===== src/rtl/pmc_fifo.sv =====
`timescale 1ns / 1ps

module pmc_fifo #(
  parameter int WIDTH = 8,
  parameter int DEPTH = 4
) (
  input  logic                       clk,
  input  logic                       rst_n,
  input  logic                       push,
  input  logic [WIDTH-1:0]           wdata,
  output logic                       full,
  input  logic                       pop,
  output logic [WIDTH-1:0]           rdata,
  output logic                       empty,
  output logic [$clog2(DEPTH+1)-1:0] count
);

  localparam int PTR_W = $clog2(DEPTH);
  localparam int CNT_W = $clog2(DEPTH + 1);

  logic [WIDTH-1:0] mem_r [DEPTH];
  logic [PTR_W-1:0] wr_ptr_r, rd_ptr_r;
  logic [CNT_W-1:0] count_r;
  logic             do_push, do_pop;

  assign full    = (count_r == CNT_W'(DEPTH));
  assign empty   = (count_r == '0);
  assign do_push = push && !full;
  assign do_pop  = pop && !empty;
  assign rdata   = mem_r[rd_ptr_r];
  assign count   = count_r;

  always_ff @(posedge clk) begin
    if (do_push) begin
      mem_r[wr_ptr_r] <= wdata;
    end
  end

  // pointers wrap naturally: DEPTH is a power of two
  always_ff @(posedge clk) begin
    if (!rst_n) begin
      wr_ptr_r <= '0;
      rd_ptr_r <= '0;
      count_r  <= '0;
    end else begin
      if (do_push) wr_ptr_r <= wr_ptr_r + PTR_W'(1);
      if (do_pop)  rd_ptr_r <= rd_ptr_r + PTR_W'(1);
      case ({do_push, do_pop})
        2'b10:   count_r <= count_r + CNT_W'(1);
        2'b01:   count_r <= count_r - CNT_W'(1);
        default: count_r <= count_r;
      endcase
    end
  end

endmodule


===== config.mk =====
export PLATFORM = sky130hd
export DESIGN_NAME = pmc_fifo
export DESIGN_NICKNAME = d
export VERILOG_FILES = /design/src/rtl/pmc_fifo.sv
export SDC_FILE = /design/constraint.sdc
export NUM_CORES = 1
export LEC_CHECK = 0
export BUFFER_PORTS_ARGS = -buffer_cell sky130_fd_sc_hd__buf_4
export CORE_MARGIN = 5
export CORE_UTILIZATION = 50
export DETAILED_ROUTE_END_ITERATION = 12
export HOLD_SLACK_MARGIN = 0.05
export PLACE_DENSITY = 0.72
export SETUP_SLACK_MARGIN = 0.5
export SLEW_MARGIN = 20
export SYNTH_ARGS = -nofsm -noshare
export SYNTH_HDL_FRONTEND = slang
export SYNTH_SLANG_ARGS = --single-unit
export TNS_END_PERCENT = 30

===== constraint.sdc =====
create_clock -name clk -period 6.05 [get_ports clk]
set_clock_uncertainty 0.1 [all_clocks]
set_input_delay 1.21 -clock clk [delete_from_list [all_inputs] [get_ports clk]]
set_output_delay 1.21 -clock clk [all_outputs]
set_load 0.02 [all_outputs]

==> results by group <==
Status
  • Status: completed

Floorplan
  • Starting Density: 53.0%
  • Ports: 25
  • FP Rows: 20
  • Die Span Y: between 60 and 70 µm
  • Die width: 67.3 µm
  • Die area: 0.00453 mm²
  • Core area: 0.00310 mm²

Yosys
  • Post-synth EDFFs: 32
  • Mux contribution to synthesized area: 12.2%
  • Main combinational cell family by area after synthesis: multiplexers
  • FFs w/ async S/R, synth: 0%
  • Avg Cell Area, Syn: 17.1 µm²
  • Synth Area in XOR/XNOR: 1.07%
  • Flops & latches, synth: just over 40
  • Primary FF master, synth: edfxtp_1
  • Distinct cells, synth: 21
  • Area leader, netlist: edfxtp_1
  • Count leader, synth: edfxtp_1
  • Adder-cell area share of the yosys netlist: 5.02%
  • Synth cell count leaders: edfxtp_1 (32), dfxtp_1 (9), mux4_2 (8)
  • Post-Synth Simple-Gate Area: under 10%
  • Synth Area in Compound Gates: 2.44%
  • Cells after synthesis: 96
  • Post-synthesis sequential area ratio: 69.4%
  • YS warnings: 0
  • Largest cells by area after synthesis: edfxtp_1 (58%), dfxtp_1 (11%), mux4_2 (11%)
  • Syn Std Cell Area: roughly 0.0016 mm²
  • Syn nets: between 100 and 150
  • Proportion of netlist area held by the largest area contributor: roughly 60%

Route
  • First-pass detailed-route iteration total: 4
  • Via count: 866
  • Routed wire length: roughly 2600 µm
  • DRC Markers: 0
  • Via/cell ratio: 5.15
  • Average wire per cell in the routed design: 15.4 µm
  • ANT nets after route: 0
  • Initial DRC count: 30

Global route
  • Largest net degree at the start of global routing: 13
  • Vias in the first global route: 889
  • GRT Total Usage: a little over an eighth
  • Grt ovf: 0
  • Global-route wire length before repair: ~4200 µm
  • Antenna violations before repair: 0

Placement
  • # port buffers: 24
  • Dpl hpwl: 1860 µm
  • Dpl cell area: between 0.0015 and 0.002 mm²
  • Pre-CTS setup slack: 3.07 ns
  • Gpl congestion: 0.691

Layout
  • Post-route cell area: 0.00191 mm²
  • Layout overhead on the synthesized area: 16.3%
  • Footprint of the multi-input gates: 463 µm²
  • Antenna diode count: 0
  • Final-stage net count: 141
  • Layout cell share with drive strength beyond 1: 33.1%
  • Register area: ~0.0011 mm²
  • Fillers: 258

Critical path
  • Worst EP required: between 4 and 5 ns
  • Worst path arrival time: 1.77 ns
  • CP Max Fanout: 8
  • CP Capture Type: output pin
  • Crit path kind: flip-flop to output pin
  • CP Launch Type: flip-flop

Clock network
  • Sink Count: 41
  • CTS Buf Count: 5
  • CTS HTree Levels: 2
  • Setup Fix Bufs, Post-CTS: 0
  • Hold buffers post-CTS: 0
  • Worst-path clk slew: about 0.10 ns
  • Post_cts resized: 0
  • Clk buf depth: 2
  • CTS tree: built
  • Latest clock arrival within the worst-skew pair: 0.33 ns
  • Clock root cell: clkbuf_4

Timing
  • Final cycle utilization of the critical path: between 50% and 60%
  • Slew margin rel.: 62.9%
  • Post-layout minimum cycle time: 3.08 ns
  • Final setup TNS: 0 ns
  • Final setup violation count: 0
  • RSZ-0062 raised after global routing: false
  • Fin. max-slew vios: 0
  • Worst-Margin Slew: roughly 0.56 ns
  • Final hold vios: 0
  • Peak Freq: around 330 MHz
  • Final WS setup: 2.97 ns

Job
  • Maxcap violations: 0

Worst hold path
  • Hold crit path type: flip-flop to flip-flop

Power and ir drop
  • Pleak: 0.683 nW
  • Pwr dens: 396 mW/mm²
  • Peak supply drop: ~0.22 mV
-- per-layer routing --
metal	part of all wire [%]	track usage (%)
met5	0	0
met4	3.7	9.37
met3	4.1	4.33
met2	50	21.8
met1	42	15.0
-- final cells by class --
cell class	instances	share of cell area (%)
repair buffers	24	9.42
well taps	44	2.88
clock buffers	5	1.96
inverters	6	1.18
flip-flops and latches	41	59.7
clock inverters	3	0.654
multi-input cells	45	24.2
-- sequential cells by signal, summed over array words and instances, names as in the netlist, named ones only --
| name | flops |
|---|---|
| count | 3 |
| wr_ptr_r | 2 |
| mem_r | 32 |
| rd_ptr_r | 2 |
-- path summary, 6_finish.rpt --
check	startpoint	to	cells past startpoint	slack, ns
min reg2reg	rd_ptr_r[0]$_SDFFE_PN0P_	flip-flop	2	0.40
max reg2reg	count[2]$_SDFFE_PN0P_	count[2]$_SDFFE_PN0P_	9	3.80
min	rd_ptr_r[0]$_SDFFE_PN0P_	flip-flop	2	0.40
max	flip-flop	rdata[1]	2	2.97
-- cell families after synthesis --
group / after synthesis
AO/OA/AOI/OAI: 7
XOR/XNOR: 2
adder cells (fa/ha/maj): 6
multiplexers: 10
flip-flops: 41
buffers and inverters: 10
AND/OR/NAND/NOR: 20
-- metrics by stage --
stage / cells / utilization (%) / power (mW) / hold WS, ns
finish: 168 / 61.6 / 0.758 / 0.404
global route: 168 / 61.6 / 0.805 / 0.433
CTS: 168 / 61.6 / 0.770 / 0.405
detailed placement: 160 / 60.0 / 0.648 / 0.391
global placement: 160 / 60.0 / 0.639 / 0.370
floorplan: 96 / - / 0.551 / 0.356
-- report_power, final --
part	internal [mW]	switching (mW)
logic	0.125	0.129
clock network	0.0421	0.0802
registers	0.344	0.0366
total	0.512	0.246
-- worst max-delay path, cell delays in order, from the launching register on --
cell	delay, ns
dfxtp_1	0.68
mux4_2	0.58
buf_4	0.17
-- placed cells by master (no fill, tap or decap), drive strengths merged --
master / n
inv: 6
nand4bb: 1
xnor2: 1
dfxtp: 9
nor3: 1
nand2: 7
nor3b: 1
mux4: 8
and2: 6
ha: 5
clkbuf: 5
nor2b: 2
or3: 2
edfxtp: 32
fa: 1
a21boi: 2
xor2: 1
clkinv: 3
mux2i: 2
o21ai: 5
buf: 24
Note: power is estimated with default switching activity, not from simulation.
