<file path="src/rtl/pmc_pkg.sv">
`timescale 1ns / 1ps

package pmc_pkg;

  // one framed mouse packet: status, X delta, Y delta
  typedef struct packed {
    logic [7:0] status;
    logic [7:0] x_delta;
    logic [7:0] y_delta;
  } pkt_t;

  typedef enum logic [1:0] {
    FR_SYNC   = 2'd0,
    FR_XDELTA = 2'd1,
    FR_YDELTA = 2'd2
  } frame_state_t;

  typedef enum logic [1:0] {
    CFG_ENABLE = 2'd0,
    CFG_GAIN   = 2'd1,
    CFG_WIDTH  = 2'd2,
    CFG_HEIGHT = 2'd3
  } cfg_idx_t;

  localparam logic [7:0]  SYNC_MASK    = 8'h08;
  localparam logic [7:0]  LEFT_MASK    = 8'h01;
  localparam logic [7:0]  GAIN_RESET   = 8'd22;
  localparam logic [12:0] WIDTH_RESET  = 13'd1024;
  localparam logic [12:0] HEIGHT_RESET = 13'd768;
  localparam int          POS_RESET    = 50;

  // x / 10 == (x * 52429) >> 19, exact for x below 43690
  localparam logic [15:0] RECIP10      = 16'd52429;
  localparam int          RECIP_SHIFT  = 19;

endpackage

</file>
<file path="src/rtl/pmc_front.sv">
`timescale 1ns / 1ps

module pmc_front (
  input  logic          clk,
  input  logic          rst_n,
  input  logic          byte_valid,
  input  logic [7:0]    data_byte,
  input  logic          enable,
  output logic          pkt_push,
  output pmc_pkg::pkt_t pkt_data
);

  import pmc_pkg::*;

  frame_state_t state_r, state_nxt;
  logic [7:0]   status_r, status_nxt;
  logic [7:0]   xdelta_r, xdelta_nxt;

  always_ff @(posedge clk) begin
    if (!rst_n) begin
      state_r  <= FR_SYNC;
      status_r <= '0;
      xdelta_r <= '0;
    end else begin
      state_r  <= state_nxt;
      status_r <= status_nxt;
      xdelta_r <= xdelta_nxt;
    end
  end

  always_comb begin
    state_nxt  = state_r;
    status_nxt = status_r;
    xdelta_nxt = xdelta_r;
    pkt_push   = 1'b0;
    pkt_data   = '{status: status_r, x_delta: xdelta_r, y_delta: data_byte};
    if (byte_valid && enable) begin
      unique case (state_r)
        FR_SYNC: begin
          // resync: a first byte must carry the always-one bit
          if ((data_byte & SYNC_MASK) != '0) begin
            status_nxt = data_byte;
            state_nxt  = FR_XDELTA;
          end
        end
        FR_XDELTA: begin
          xdelta_nxt = data_byte;
          state_nxt  = FR_YDELTA;
        end
        default: begin
          pkt_push  = 1'b1;
          state_nxt = FR_SYNC;
        end
      endcase
    end
  end

endmodule

</file>
<file path="config.mk">
export PLATFORM = sky130hd
export DESIGN_NAME = pmc_front
export DESIGN_NICKNAME = d
export VERILOG_FILES = /design/src/rtl/pmc_pkg.sv /design/src/rtl/pmc_front.sv
export SDC_FILE = /design/constraint.sdc
export NUM_CORES = 1
export LEC_CHECK = 0
export ABC_AREA = 1
export BUFFER_PORTS_ARGS = -buffer_cell sky130_fd_sc_hd__buf_2
export CAP_MARGIN = 20
export CORE_UTILIZATION = 25
export DETAILED_ROUTE_END_ITERATION = 8
export GPL_TIMING_DRIVEN = 0
export PLACE_DENSITY = 0.55
export SYNTH_ARGS = -nofsm -noshare
export SYNTH_HDL_FRONTEND = slang
export SYNTH_SLANG_ARGS = --single-unit
</file>
<file path="constraint.sdc">
create_clock -name clk -period 1.4 [get_ports clk]
set_clock_uncertainty 0.05 [all_clocks]
set_input_delay 0.28 -clock clk [delete_from_list [all_inputs] [get_ports clk]]
set_output_delay 0.28 -clock clk [all_outputs]
set_load 0.05 [all_outputs]
</file>
==> flow_metrics.env <==
export IMPL_status="finished, final reports clean"
export IMPL_layout_cells_non_filler=199
export IMPL_slew_violations=0
export IMPL_ctsHoldBuffers=0
export IMPL_max_vdd_ir_drop_v=0.0002547
export IMPL_final_setup_tns_ns=0
export IMPL_drv_cap=0
export IMPL_syn_inst=116
export IMPL_synth_top_area_share_pct=44.44
export IMPL_grt_pass1_vias=705
export IMPL_gp_congestion=0.7382
export IMPL_multi_input_comb_area_um2=327.8
export IMPL_drive_gt1_share_pct=36.77
export IMPL_post_route_period_util_pct=91.63
export IMPL_hpwl_mm=1.417
export IMPL_cp_max_fo=3
export IMPL_crit_chain="inv_2, nor2_2, buf_6"
export IMPL_hp_class="in2reg"
export IMPL_synth_seq_cells=18
export IMPL_hold_end="xdelta_r[6]"
export IMPL_fin_nets=168
export IMPL_p_per_area_mw_per_mm2=1009
export IMPL_seqPwrFrac_pct=49.2
export IMPL_rr_startpoint="state_r[0]"
export IMPL_cts_tree="yes"
export IMPL_clock_fmax_mhz=779.5
export IMPL_grt_overflow_total=0
export IMPL_row_count=20
export IMPL_synth_compound_area_share_pct=1.235
export IMPL_rsz0062_at_grt="false"
export IMPL_slew_headroom_pct=70.13
export IMPL_cp_buffers_inverters=2
export IMPL_die_h_um=58.95
export IMPL_required_ns=1.07
export IMPL_clkTransAtPathRegs_ns=0.11
export IMPL_die_x_um=58.95
export IMPL_path_class="reg2out"
export IMPL_switching_share_pct=30.89
export IMPL_diodes=0
export IMPL_worstPathArrival_ns=0.95
export IMPL_clockBufferDepth=2
export IMPL_postPlaceCellArea_mm2=0.001041
export IMPL_ff2ff_path_depth=4
export IMPL_setup_viol=0
export IMPL_antenna_found_initial=0
export IMPL_synth_top_family_by_area="simple AND/OR/NAND/NOR gates"
export IMPL_rrSetupSlack_ns=0.26
export IMPL_cts_root_buf="clkbuf_4"
export IMPL_max_stage_delay_ns=0.35
export IMPL_firstDrtPassIters=4
export IMPL_critPathCaptureType="primary output"
export IMPL_seqCellArea_um2=361.6
export IMPL_pwr_share_comb_pct=22.4
export IMPL_clkPwrFrac_pct=28.4
export IMPL_die_area_mm2=0.003475
export IMPL_worst_pin_slew_ns=0.4463
export IMPL_clock_latency_ns=0.28
export IMPL_worst_r2r_endpoint="status_r[1]"
export IMPL_yosysSeqAreaShare_pct=44.44
export IMPL_design_area_mm2=0.001087
export IMPL_min_from="rst_n"
export IMPL_drc=0
export IMPL_syn_to_final_growth_pct=34.10
export IMPL_wl_per_cell_um=8.704
export IMPL_drtAntennaViolNets=0
export IMPL_critPathSlowestCell="dfxtp_2"
export IMPL_syn_nets=128
export IMPL_final_hold_viol_count=0
export IMPL_dp_cells=195
export IMPL_holdPathStages=3
export IMPL_p_int_uw=758.5
export IMPL_yosys_area_top_type="dfxtp_1"
export IMPL_track_usage_pct=10.99
export IMPL_coreArea_mm2=0.003053
export IMPL_finalWirelength_mm=1.732
export IMPL_vias=797
export IMPL_ios=37
export IMPL_start_util_pct=26.56
export IMPL_via_per_inst=4.005
export IMPL_avgSynthCellArea_um2=6.989
export IMPL_portBuffers=35
export IMPL_ys_types=15
export IMPL_synth_mux_area_share_pct=0
export IMPL_p_switching_uw=339.1
export IMPL_clock_sinks=18
export IMPL_cts_buffers=3
export IMPL_yosys_area_share_adder_pct=0
export IMPL_synthTopCellsByArea="dfxtp_1 44%, nor2_1 16%, nand2_1 12%, buf_4 7.4%, inv_1 5.1%"
export IMPL_synth_xor_area_share_pct=0
export IMPL_post_route_min_period_ns=1.283
export IMPL_synth_simple_area_share_pct=38.89
export IMPL_crit_family="flip-flops"
export IMPL_ys_warn_count=0
export IMPL_drtIter0Drc=25
export IMPL_fill_cells=359
export IMPL_grt_max_degree=11
export IMPL_cellLeakagePower_uw=0.0005846
export IMPL_cp_start_kind="flip-flop"
export IMPL_grt_pass1_wl_mm=2.870
export IMPL_cts_htree_levels=1
export IMPL_synth_area_um2=810.8
worst max-delay path by stage:
| stage | slack, ns | depth (start not counted) | from | end |
|---|---|---|---|---|
| after CTS | 0.04 | 3 | state_r[1] | pkt_push |
| final | 0.12 | 3 | state_r[1] | pkt_push |
| after global routing | 0.05 | 3 | state_r[1] | pkt_push |
| after global placement | 0.20 | 4 | byte_valid | pkt_push |
| after floorplan | 0.01 | 2 | byte_valid | pkt_push |
| after detailed placement | 0.20 | 4 | byte_valid | pkt_push |
synth_stat cells:
cell      number
a21oi_1        2
buf_2          1
buf_4          8
buf_6          1
clkbuf_1       1
dfxtp_1       18
inv_1         11
inv_2          1
nand2_1       25
nand2_2        2
nand3_1        8
nor2_1        35
nor2_2         1
nor2_4         1
nor2_8         1
timing repair:
item,in CTS,in global routing
buffers inserted,0,0
endpoints found under the setup margin,1,1
resized for setup,1,3
pin swaps,0,0
worst register-to-register path, stage by stage, from the launching register on:
cell     delay [ns]
dfxtp_1        0.35
nor2_1         0.38
nand3_1        0.13
nand2_1        0.08
nor2_1         0.04
registers in the layout (all words and copies together), names as in the netlist:
| name | count |
|---|---|
| xdelta_r | 8 |
| status_r | 8 |
| state_r | 2 |
through the flow:
step / total power (uW) / setup slack (ns) / hold WS (ns) / utilization (%)
2_1_floorplan: 739.9 / 0.01160 / 0.4316 / -
3_3_place_gp: 797.0 / 0.2049 / 0.3997 / 34.10
3_5_place_dp: 799.8 / 0.1969 / 0.4011 / 34.10
4_1_cts: 1112 / 0.04460 / 0.2596 / 35.37
5_1_grt: 1165 / 0.04676 / 0.2774 / 35.61
6_report: 1098 / 0.1172 / 0.2542 / 35.61
power groups by stage:
stage	Sequential, uW	Clock, uW	Combinational, uW
final	540	312	246
after global placement	552	0	245
after CTS	541	323	248
after floorplan	610	0	129
after global routing	543	356	266
after detailed placement	553	0	247
final cells by class:
class,instances,area share [%]
Buffer,11,7.365
Clock buffer,4,3.337
Sequential cell,18,33.26
Timing Repair Buffer,35,16.69
Inverter,12,4.143
Multi-Input combinational cell,75,30.15
Tap cell,44,5.063
layer usage:
metal / GRT usage [%] / part of all wire (%)
met2: 19.32 / 50
met3: 2.198 / 5.7
met5: 0 / 0
met4: 6.122 / 1.5
met1: 12.33 / 42
cell usage in the layout, fill, tap and decap left out:
master and n:
clkbuf_4 3, dfxtp_2 1, nor2_1 34, clkbuf_8 1
buf_4 8, a21oi_1 2, clkbuf_1 1, inv_2 1
dfxtp_1 17, buf_6 2, inv_1 11, nand2_2 2
nor2_8 1, nand2_1 25, nor2_2 2, buf_2 35
nand3_1 8, nor2_4 1
cells by family after synthesis:
| group | after synthesis |
|---|---|
| flops | 18 |
| compound gates | 2 |
| buf+inv | 23 |
| simple gates | 73 |
(Power assumes the default switching activity.)
